--- src/rtl/fud_pkg.sv ---
// Shared constants, types and the hex digit rule of the form-urlencoded decoder.
// Depends on nothing; every fud_* module imports it.
package fud_pkg;

	localparam logic [7:0] CH_PERCENT = 8'h25;
	localparam logic [7:0] CH_PLUS    = 8'h2B;
	localparam logic [7:0] CH_SPACE   = 8'h20;
	localparam logic [7:0] CH_AMP     = 8'h26;
	localparam logic [7:0] CH_EQUAL   = 8'h3D;
	localparam logic [7:0] CH_UPPER_A = 8'h41;
	localparam logic [7:0] CH_ZERO    = 8'h30;
	localparam logic [7:0] CASE_MASK  = 8'hDF;
	localparam logic [7:0] HEX_TEN    = 8'd10;

	localparam int unsigned BYTE_W = 8;
	localparam int unsigned USER_W = 4;

	typedef enum logic [1:0] {
		ESC_NONE = 2'd0,
		ESC_HIGH = 2'd1,
		ESC_LOW  = 2'd2
	} esc_phase_t;

	typedef struct packed {
		logic [BYTE_W-1:0] out_byte;
		logic              byte_present;
		logic              in_value_part;
		logic              name_done;
		logic              pair_done;
		logic              bad_escape;
	} dec_res_t;

	// Loose hex rule: letters fold case, everything else counts from '0'; wraps mod 256.
	function automatic logic [7:0] hex_digit(input logic [7:0] c);
		logic [7:0] d;
		if (c >= CH_UPPER_A) begin
			d = ((c & CASE_MASK) - CH_UPPER_A) + HEX_TEN;
		end else begin
			d = c - CH_ZERO;
		end
		return d;
	endfunction

endpackage

--- src/rtl/form_urlencoded_decoder.sv ---
// Top level of the form-urlencoded decoder: input register, decode step, output register.
// Depends on fud_pkg, fud_in_stage, fud_decode and fud_out_stage.
//
// Usage:
//   The slave stream carries the raw body, one byte per word: tdata is the byte and
//   tlast marks the final byte of the body. The master stream carries decoded
//   results: tdata is the decoded byte (zero when none), tlast closes a pair (raw '&'
//   or body end), and tuser flags what the word holds.
//   Words that produce nothing (a '%' or the first escape digit) are dropped
//   inside the block and never appear on the master side.
//   A result passes from the input register through the decode step into the output
//   register. Throughput: one word per cycle unless the receiver stalls, set by
//   the single decode step between the input register and the output register; pair
//   state (escape phase, high nibble, name/value flag) updates in that same cycle.
//   Reset (arst_n low) empties both registers and returns the pair state to the
//   start of a name with no escape pending.
//   When the receiver stalls, the output register holds its word unchanged; the
//   input register still drains words that produce no result, and holds a word with
//   a result until the output register frees, which then drops s_axis_tready.
module form_urlencoded_decoder (
	input  logic                       clk,
	input  logic                       arst_n,
	input  logic                       s_axis_tvalid,
	output logic                       s_axis_tready,
	input  logic [fud_pkg::BYTE_W-1:0] s_axis_tdata,  // [7:0] in_byte
	input  logic                       s_axis_tlast,  // body_last
	output logic                       m_axis_tvalid,
	input  logic                       m_axis_tready,
	output logic [fud_pkg::BYTE_W-1:0] m_axis_tdata,  // [7:0] out_byte
	output logic                       m_axis_tlast,  // pair_done
	output logic [fud_pkg::USER_W-1:0] m_axis_tuser   // [0] byte_present,
	                                                  // [1] in_value_part,
	                                                  // [2] name_done, [3] bad_escape
);
	import fud_pkg::*;

	logic              s1_valid;
	logic [BYTE_W-1:0] s1_byte;
	logic              s1_last;
	logic              has_result;
	dec_res_t          res;
	logic              out_free;
	logic              advance;
	logic              load;

	// advance the held word when it has no result, or when the output register
	// can take its result this cycle
	assign advance = s1_valid && (!has_result || out_free);
	assign load    = has_result && out_free;

	fud_in_stage u_in (
		.clk      (clk),
		.arst_n   (arst_n),
		.in_valid (s_axis_tvalid),
		.in_ready (s_axis_tready),
		.in_byte  (s_axis_tdata),
		.in_last  (s_axis_tlast),
		.advance  (advance),
		.s1_valid (s1_valid),
		.s1_byte  (s1_byte),
		.s1_last  (s1_last)
	);

	fud_decode u_dec (
		.clk        (clk),
		.arst_n     (arst_n),
		.item_valid (s1_valid),
		.item_byte  (s1_byte),
		.item_last  (s1_last),
		.advance    (advance),
		.has_result (has_result),
		.res        (res)
	);

	fud_out_stage u_out (
		.clk       (clk),
		.arst_n    (arst_n),
		.load      (load),
		.res       (res),
		.out_free  (out_free),
		.out_valid (m_axis_tvalid),
		.out_ready (m_axis_tready),
		.out_data  (m_axis_tdata),
		.out_last  (m_axis_tlast),
		.out_user  (m_axis_tuser)
	);

endmodule

--- src/rtl/fud_in_stage.sv ---
// Input register of the form-urlencoded decoder: holds one raw word and its last flag.
// Depends on fud_pkg.
module fud_in_stage (
	input  logic                      clk,
	input  logic                      arst_n,
	input  logic                      in_valid,
	output logic                      in_ready,
	input  logic [fud_pkg::BYTE_W-1:0] in_byte,
	input  logic                      in_last,
	input  logic                      advance,
	output logic                      s1_valid,
	output logic [fud_pkg::BYTE_W-1:0] s1_byte,
	output logic                      s1_last
);
	import fud_pkg::*;

	logic valid_s1;
	logic [BYTE_W-1:0] byte_s1;
	logic last_s1;

	// take a new word when empty or when the held word leaves this cycle
	assign in_ready = !valid_s1 || advance;

	always_ff @(posedge clk or negedge arst_n) begin
		if (!arst_n) begin
			valid_s1 <= 1'b0;
		end else if (in_valid && in_ready) begin
			valid_s1 <= 1'b1;
		end else if (advance) begin
			valid_s1 <= 1'b0;
		end
	end

	always_ff @(posedge clk) begin
		if (in_valid && in_ready) begin
			byte_s1 <= in_byte;
			last_s1 <= in_last;
		end
	end

	assign s1_valid = valid_s1;
	assign s1_byte  = byte_s1;
	assign s1_last  = last_s1;

endmodule

--- src/rtl/fud_decode.sv ---
// Decode step of the form-urlencoded decoder: escape, plus and '=' handling with pair state.
// Depends on fud_pkg.
module fud_decode (
	input  logic                      clk,
	input  logic                      arst_n,
	input  logic                      item_valid,
	input  logic [fud_pkg::BYTE_W-1:0] item_byte,
	input  logic                      item_last,
	input  logic                      advance,
	output logic                      has_result,
	output fud_pkg::dec_res_t         res
);
	import fud_pkg::*;

	esc_phase_t phase_q, phase_d;
	logic [3:0] hi_nib_q, hi_nib_d;
	logic       value_seen_q, value_seen_d;

	logic [7:0] c;
	logic [7:0] digit;
	logic [7:0] dec;
	logic       have_byte;

	always_comb begin
		c            = (item_byte == CH_PLUS) ? CH_SPACE : item_byte;
		digit        = hex_digit(c);
		dec          = c;
		have_byte    = 1'b0;
		phase_d      = phase_q;
		hi_nib_d     = hi_nib_q;
		value_seen_d = value_seen_q;
		res          = '0;

		if (item_byte == CH_AMP) begin
			res.pair_done  = 1'b1;
			res.bad_escape = (phase_q == ESC_HIGH) || (phase_q == ESC_LOW);
		end else begin
			unique case (phase_q)
				ESC_HIGH: begin
					hi_nib_d = digit[3:0];
					phase_d  = ESC_LOW;
				end
				ESC_LOW: begin
					dec       = {hi_nib_q, 4'b0000} + digit;
					have_byte = 1'b1;
					phase_d   = ESC_NONE;
				end
				default: begin
					if (c == CH_PERCENT) begin
						phase_d = ESC_HIGH;
					end else begin
						have_byte = 1'b1;
						phase_d   = ESC_NONE;
					end
				end
			endcase
			if (have_byte) begin
				if (dec == CH_EQUAL && !value_seen_q) begin
					res.name_done = 1'b1;
					value_seen_d  = 1'b1;
				end else begin
					res.out_byte      = dec;
					res.byte_present  = 1'b1;
					res.in_value_part = value_seen_q;
				end
			end
			if (item_last) begin
				res.pair_done  = 1'b1;
				res.bad_escape = (phase_d == ESC_HIGH) || (phase_d == ESC_LOW);
			end
		end

		// a closed pair starts the next one clean
		if (res.pair_done) begin
			phase_d      = ESC_NONE;
			hi_nib_d     = '0;
			value_seen_d = 1'b0;
		end

		has_result = item_valid && (res.byte_present || res.name_done || res.pair_done);
	end

	always_ff @(posedge clk or negedge arst_n) begin
		if (!arst_n) begin
			phase_q      <= ESC_NONE;
			hi_nib_q     <= '0;
			value_seen_q <= 1'b0;
		end else if (advance) begin
			phase_q      <= phase_d;
			hi_nib_q     <= hi_nib_d;
			value_seen_q <= value_seen_d;
		end
	end

endmodule

--- src/rtl/fud_out_stage.sv ---
// Output register of the form-urlencoded decoder: holds one result word until taken.
// Depends on fud_pkg.
module fud_out_stage (
	input  logic                      clk,
	input  logic                      arst_n,
	input  logic                      load,
	input  fud_pkg::dec_res_t         res,
	output logic                      out_free,
	output logic                      out_valid,
	input  logic                      out_ready,
	output logic [fud_pkg::BYTE_W-1:0] out_data,
	output logic                      out_last,
	output logic [fud_pkg::USER_W-1:0] out_user
);
	import fud_pkg::*;

	logic     valid_q;
	dec_res_t res_q;

	assign out_free = !valid_q || out_ready;

	always_ff @(posedge clk or negedge arst_n) begin
		if (!arst_n) begin
			valid_q <= 1'b0;
		end else if (load) begin
			valid_q <= 1'b1;
		end else if (out_ready) begin
			valid_q <= 1'b0;
		end
	end

	always_ff @(posedge clk) begin
		if (load) begin
			res_q <= res;
		end
	end

	assign out_valid = valid_q;
	assign out_data  = res_q.out_byte;
	assign out_last  = res_q.pair_done;
	assign out_user  = {res_q.bad_escape, res_q.name_done, res_q.in_value_part,
		res_q.byte_present};

endmodule

--- config.mk ---
export PLATFORM = sky130hd
export DESIGN_NAME = form_urlencoded_decoder
export DESIGN_NICKNAME = d
export VERILOG_FILES = /design/src/rtl/fud_pkg.sv /design/src/rtl/form_urlencoded_decoder.sv /design/src/rtl/fud_in_stage.sv /design/src/rtl/fud_decode.sv /design/src/rtl/fud_out_stage.sv
export SDC_FILE = /design/constraint.sdc
export NUM_CORES = 1
export LEC_CHECK = 0
export BUFFER_PORTS_ARGS = -buffer_cell sky130_fd_sc_hd__buf_2
export CORE_ASPECT_RATIO = 1.2
export CORE_UTILIZATION = 55
export CTS_BUF_LIST = sky130_fd_sc_hd__clkbuf_8
export CTS_CLUSTER_DIAMETER = 100
export DETAILED_ROUTE_END_ITERATION = 8
export GPL_ROUTABILITY_DRIVEN = 1
export HOLD_SLACK_MARGIN = 0.05
export MAX_ROUTING_LAYER = met4
export PLACE_DENSITY_LB_ADDON = 0.12
export SYNTH_ARGS = -nofsm -noshare
export SYNTH_HDL_FRONTEND = slang
export SYNTH_HIERARCHICAL = 1
export SYNTH_SLANG_ARGS = --single-unit
--- constraint.sdc ---
create_clock -name clk -period 4.65 [get_ports clk]
set_clock_uncertainty 0.2 [all_clocks]
set_input_delay 0.93 -clock clk [delete_from_list [all_inputs] [get_ports clk]]
set_output_delay 0.93 -clock clk [all_outputs]
set_load 0.02 [all_outputs]
==> results.cfg, run 1 <==
[synthesis]
syn-cell-area_um2 = 1990
synthesis.nets = 218
synth_area_per_cell_um2 = 10.6
synth_seq_area_share_pct = 44.4
synth-main-ff-cell = edfxtp_1
async_flop_share_pct = 29.0
synth_seq_cells = 31
syn_inst = 188
synth_edf_count = 22
synthDistinctLibCells = 51
synth_warnings = 6

[timing]
tightest_slew_ns = 0.593
setup_viol = 0
max_freq_ghz = 0.227
post-route-min-period_ns = 4.40
worst_slack_ns = 0.250
fin_crit_sh_pct = 94.6
hold_slack_ns = 0.295
hold_viol_final = 0
finalMaxSlewViolations = 0
setup_tns_ns = 0
slew_headroom_pct = 60.4

[critical_path]
cp.arrival_ns = 4.21
slowest_delay_ns = 0.47
reg2reg_setup_slack_ns = 0.25
crit_path_top_delay_cell = a2111oi_4
timing.rr.start = u_in/s1_byte[7]
required_ns = 4.46
critPathLaunch = u_in/s1_byte[7]
rr_worst_depth = 16
crit_type = flop to flop
crit_chain = inv_1 > ha_1 > nand4b_4 > a2111oi_4 > a221o_1 > nand2_1 > a21oi_1 > ha_1 > inv_1 > fa_1 > xnor2_1 > nor3_1 > a41oi_1 > or4_4 > a221oi_4 > nor3_1
crit_path_end_kind = flop
critical_path.max_fanout = 7
regToRegEndpoint = u_out/out_data[3]
cp-start-kind = flop

[pwr]
power_uw = 723
worst_ir_drop_vdd_mv = 0.215
power_density_nw_per_um2 = 312
switching_power_uw = 212
combPwrFrac_pct = 24.2
internal-power_uw = 510
pwr-share-clk_pct = 28.7
power.leakage_nw = 1.01
sequentialPowerShare_pct = 47.1
p_sw_share_pct = 29.4

[outcome]
outcome = complete, but fails checks
violations = DRC

[clock_network]
cts_tree = done
clock_latency_ns = 0.28
h-tree-depth = 2
cts-root-buf = clkbuf_8
cts.sinks = 31
cts_buffer_depth = 2
hold_buffers = 0
cts_inserted_buffers = 5
clk_pin_slew_ns = 0.06

[finish]
final_cell_mix = buf_2, edfxtp_1, inv_1, ha_1, nand2_1
antennaDiodeCount = 0
fin_nets = 256
mostFrequentLayoutCell = buf_2
drive_gt1_share_pct = 23.8
syn2layout_area_growth_pct = 16.1
final_cells = 264
fill_cells = 276

[detailed_routing]
dr.pass1.iters = 6
vias_per_cell = 5.98
num_vias = 1578
antenna_left = 0
wl_per_cell_um = 16.3
remaining_drc_errors = 6
wl_mm = 4.31
drt_iter0_drc = 48

[grt]
antenna_found_initial = 0
grt_pass1_wl_mm = 7.01
grt_pass1_vias = 1535
grt_max_degree = 15
grt_overflow = 0
grt_use_total_pct = 25.6

[floorplanning]
initial_core_util_pct = 58.7
die_w_um = 57.0
ios = 28
die_h_um = 68.0
rows = 23
coreArea_um2 = 3400
fp.dieArea_um2 = 3870

[run]
cap_violations = 0

[placed_design]
dp_hpwl_mm = 3.39
port-buffer-count = 27
placed_cells = 254
dpl_worst_slack_ns = 0.203
place_congestion = 0.966

[min_path]
hold_class = input port to async pin
[Yosys cell counts (2+ instances only)]
cell type,count,area (um^2)
edfxtp_1,22,661
inv_1,19,71.3
ha_1,16,200
nand2_1,15,56.3
a21oi_1,11,55.1
nor2_1,11,41.3
o21ai_0,10,50.1
dfrtp_1,9,225
nand3_1,7,35.0
nor3_1,7,35.0
xnor2_1,7,61.3
nand4_1,4,25.0
and2_1,3,18.8
and3_1,3,18.8
nor2b_1,3,18.8
a221o_1,2,20.0
buf_2,2,10.0
clkbuf_1,2,7.51
nand2b_4,2,27.5
xor2_1,2,17.5
[cell families after synthesis]
| family | share of synthesized area, % |
|---|---|
| adder cells (fa/ha/maj) | 11.0 |
| AO/OA/AOI/OAI | 14.4 |
| XOR/XNOR | 5.08 |
| flip-flops | 44.4 |
| buffers and inverters | 5.02 |
| AND/OR/NAND/NOR | 20.0 |
[worst max path at each step]
stage                     depth (start not counted)  slack (ns)                end
after floorplan                                  17        0.42  u_out/out_data[0]
after global placement                           16        0.31  u_out/out_data[3]
after detailed placement                         16        0.20  u_out/out_data[4]
after CTS                                        16        0.19  u_out/out_data[4]
after global routing                             16      -0.003  u_out/out_data[2]
final                                            16        0.25  u_out/out_data[3]
[state kept, by name (all words and copies together), names as in the netlist]
signal              flops
u_dec/hi_nib_q          4
u_dec/phase_q           2
u_dec/value_seen_q      1
u_in/s1_byte            8
u_in/s1_last            1
u_in/s1_valid           1
u_out/out_data          8
u_out/out_last          1
u_out/out_user          4
u_out/out_valid         1
[per-stage QoR]
stage / instance area (um^2) / utilization (%)
final: 2320 / 68.2
after global routing: 2320 / 68.2
after CTS: 2290 / 67.4
after detailed placement: 2200 / 64.8
after global placement: 2200 / 64.8
after floorplan: 1990 / -
[routing by layer]
layer	up-vias	track usage (%)	routed length, um
met1	750	27.0	1790
met2	60	44.1	2190
met3	14	6.24	198
li1	754	-	-
met4	0	15.2	140
met5	-	-	0
[power by group through the flow]
stage	logic (mW)	registers, mW	clock network (mW)
after global routing	0.187	0.343	0.225
after CTS	0.169	0.341	0.215
final	0.175	0.340	0.208
after floorplan	0.0945	0.366	0
after detailed placement	0.168	0.346	0
after global placement	0.167	0.346	0
[area by class of cell]
cell class                 instances  area [um^2]  area share, %
clock buffer                       6         82.6           3.57
clock inverter                     2         7.51          0.324
inverter                          19         71.3           3.08
multi-input combinational        133         1020           44.0
sequential                        31          886           38.2
tap                               37         46.3           2.00
timing repair buffer              36          203           8.75
[timing repair]
| item | in CTS | in global routing |
|---|---|---|
| setup endpoints to repair | 0 | 7 |
| resized for setup | 0 | 1 |
| setup buffers | 0 | 2 |
[critical path, delay by kind of cell, from the launching register on]
kind	cells	cell delay, ns
flops	1	0.42
fa+ha+maj	3	0.81
xor+xnor	1	0.15
compound gates	5	1.34
buf+inv	2	0.21
simple gates	5	1.00
Power figures use the tool's default switching activity.
==> run 2, diff against run 1 <==
--- a/config.mk
+++ b/config.mk
@@ -14,7 +14,7 @@
 export GPL_ROUTABILITY_DRIVEN = 1
 export HOLD_SLACK_MARGIN = 0.05
 export MAX_ROUTING_LAYER = met4
-export PLACE_DENSITY_LB_ADDON = 0.12
+export PLACE_DENSITY = 0.82
 export SYNTH_ARGS = -nofsm -noshare
 export SYNTH_HDL_FRONTEND = slang
 export SYNTH_HIERARCHICAL = 1
==> run 2 against run 1 <==
The run still ends with DRC left. Routed wire length decreased by 1.9%. Design area rose by 1.8%. Die area unchanged. Global-route usage fell by 0.68 points. Clock-buffer cell count shrank 1. Cell count fell by 0.38%. Clock power up 48%. Total power rose by 14%. Via count rose by 0.51%. Worst setup slack worse by 0.059 ns. Non-clock buffer count shrank 1. Critical path type unchanged. Critical endpoint is now u_out/out_data[2]. Largest cell class unchanged.
==> results.cfg, run 2 (same netlist as run 1, synthesis figures left out) <==
[outcome]
outcome = complete, but fails checks
violations = DRC

[pwr]
worst_ir_drop_vdd_mv = 0.322
internal-power_uw = 607
power_density_nw_per_um2 = 349
power_uw = 824
p_sw_share_pct = 26.3
combPwrFrac_pct = 20.7
sequentialPowerShare_pct = 42.0
switching_power_uw = 217
pwr-share-clk_pct = 37.3
power.leakage_nw = 1.02

[floorplanning]
die_w_um = 57.0
ios = 28
coreArea_um2 = 3400
rows = 23
initial_core_util_pct = 58.7
fp.dieArea_um2 = 3870
die_h_um = 68.0

[placed_design]
place_congestion = 0.977
port-buffer-count = 27
place_area_um2 = 2180
placed_cells = 251
dp_hpwl_mm = 3.10
dpl_worst_slack_ns = 0.0609

[critical_path]
crit_path_top_delay_cell = or4_4
crit_path_end_kind = flop
cp.depth = 16
crit_family = compound AO/OA/AOI/OAI gates
critPathLaunch = u_in/s1_byte[4]
rr_worst_depth = 16
reg2reg_setup_slack_ns = 0.19
path_buf_inv = 2
crit_type = flop to flop
critPathCapture = u_out/out_data[2]
regToRegEndpoint = u_out/out_data[2]
slowest_delay_ns = 0.48
cp.arrival_ns = 4.28
crit_chain = inv_2 > ha_2 > nand4b_4 > a2111oi_4 > a221o_1 > nand2_1 > a21oi_1 > ha_1 > inv_1 > fa_1 > xnor2_1 > nor3_1 > a41oi_1 > or4_4 > a221oi_4 > nor3_1
required_ns = 4.47
cp-start-kind = flop
crit_top_cell = nor3_1
critical_path.max_fanout = 7
timing.rr.start = u_in/s1_byte[4]

[detailed_routing]
drt_iter0_drc = 70
wl_mm = 4.23
num_vias = 1586
vias_per_cell = 6.03
remaining_drc_errors = 8
dr.pass1.iters = 6
wl_per_cell_um = 16.1
antenna_left = 0

[finish]
fill_cells = 256
final_cells = 263
fin_nets = 255
drive_gt1_share_pct = 26.1
post-route-util_pct = 69.4
mostFrequentLayoutCell = buf_2
finish.instance_area_um2 = 2360
syn2layout_area_growth_pct = 18.2
antennaDiodeCount = 0
final_cell_mix = buf_2, edfxtp_1, inv_1, ha_1, nand2_1

[timing]
setup_viol = 0
hold_viol_final = 0
hold_slack_ns = 0.286
fin_crit_sh_pct = 95.9
finalMaxSlewViolations = 0
tightest_slew_ns = 0.520
post-route-min-period_ns = 4.46
setup_tns_ns = 0
max_freq_ghz = 0.224
worst_slack_ns = 0.191
slew_headroom_pct = 65.0

[clock_network]
h-tree-depth = 2
cts_buffer_depth = 2
cts_inserted_buffers = 5
hold_buffers = 0
clock_latency_ns = 0.29
clk_pin_slew_ns = 0.06
cts-root-buf = clkbuf_8
cts_tree = done
cts.sinks = 31

[grt]
grt_max_degree = 15
antenna_found_initial = 0
grt_pass1_vias = 1566
grt_overflow = 0
grt_pass1_wl_mm = 6.91
grt_use_total_pct = 25.0

[run]
cap_violations = 0

[min_path]
hold_class = input port to async pin
-- run 2: changes by cell type in the layout (fill, tap and decap cells not counted), sizes merged --
| cell | previous run | this run |
|---|---|---|
| buf | 36 | 35 |
| clkinv | 1 | 0 |
| bufinv | 0 | 2 |
| clkbuf | 6 | 5 |
-- run 2: final cells by class --
class	count	area (um^2)	share of cell area (%)
multi-input cells	133	1030	43.5
flip-flops and latches	31	886	37.6
repair buffers	35	195	8.28
inverters	19	71.3	3.03
clock buffers	5	68.8	2.92
clock inverters	3	63.8	2.71
well taps	37	46.3	1.96
-- run 2: repair_timing --
| action | in CTS | in global routing |
|---|---|---|
| resized for setup | 0 | 7 |
| buffers inserted | 0 | 4 |
| setup endpoints to repair | 0 | 7 |
-- run 2: worst min path at each step --
| stage | slack [ns] | depth (start not counted) | to | from |
|---|---|---|---|---|
| global placement | 0.29 | 2 | u_dec/hi_nib_q[2] | u_dec/hi_nib_q[2] |
| CTS | 0.29 | 1 | u_out/out_valid | arst_n |
| detailed placement | 0.30 | 2 | u_dec/hi_nib_q[2] | u_dec/hi_nib_q[2] |
| floorplan | 0.26 | 2 | u_dec/hi_nib_q[0] | u_dec/hi_nib_q[0] |
| finish | 0.29 | 1 | u_in/s1_valid | arst_n |
| global route | 0.29 | 1 | u_out/out_valid | arst_n |
-- run 2: per-layer routing --
| layer | global-route usage, % | up-vias | routed length [um] |
|---|---|---|---|
| li1 | - | 753 | - |
| met1 | 25.2 | 758 | 1640 |
| met2 | 45.9 | 62 | 2230 |
| met3 | 7.18 | 13 | 255 |
| met4 | 9.76 | 0 | 108 |
| met5 | - | - | 0 |
-- run 2: power groups by stage --
stage	clock, mW	combinational, mW	sequential [mW]
floorplan	0	0.0945	0.366
global placement	0	0.157	0.350
detailed placement	0	0.160	0.351
CTS	0.311	0.161	0.346
global route	0.324	0.185	0.348
finish	0.307	0.171	0.346
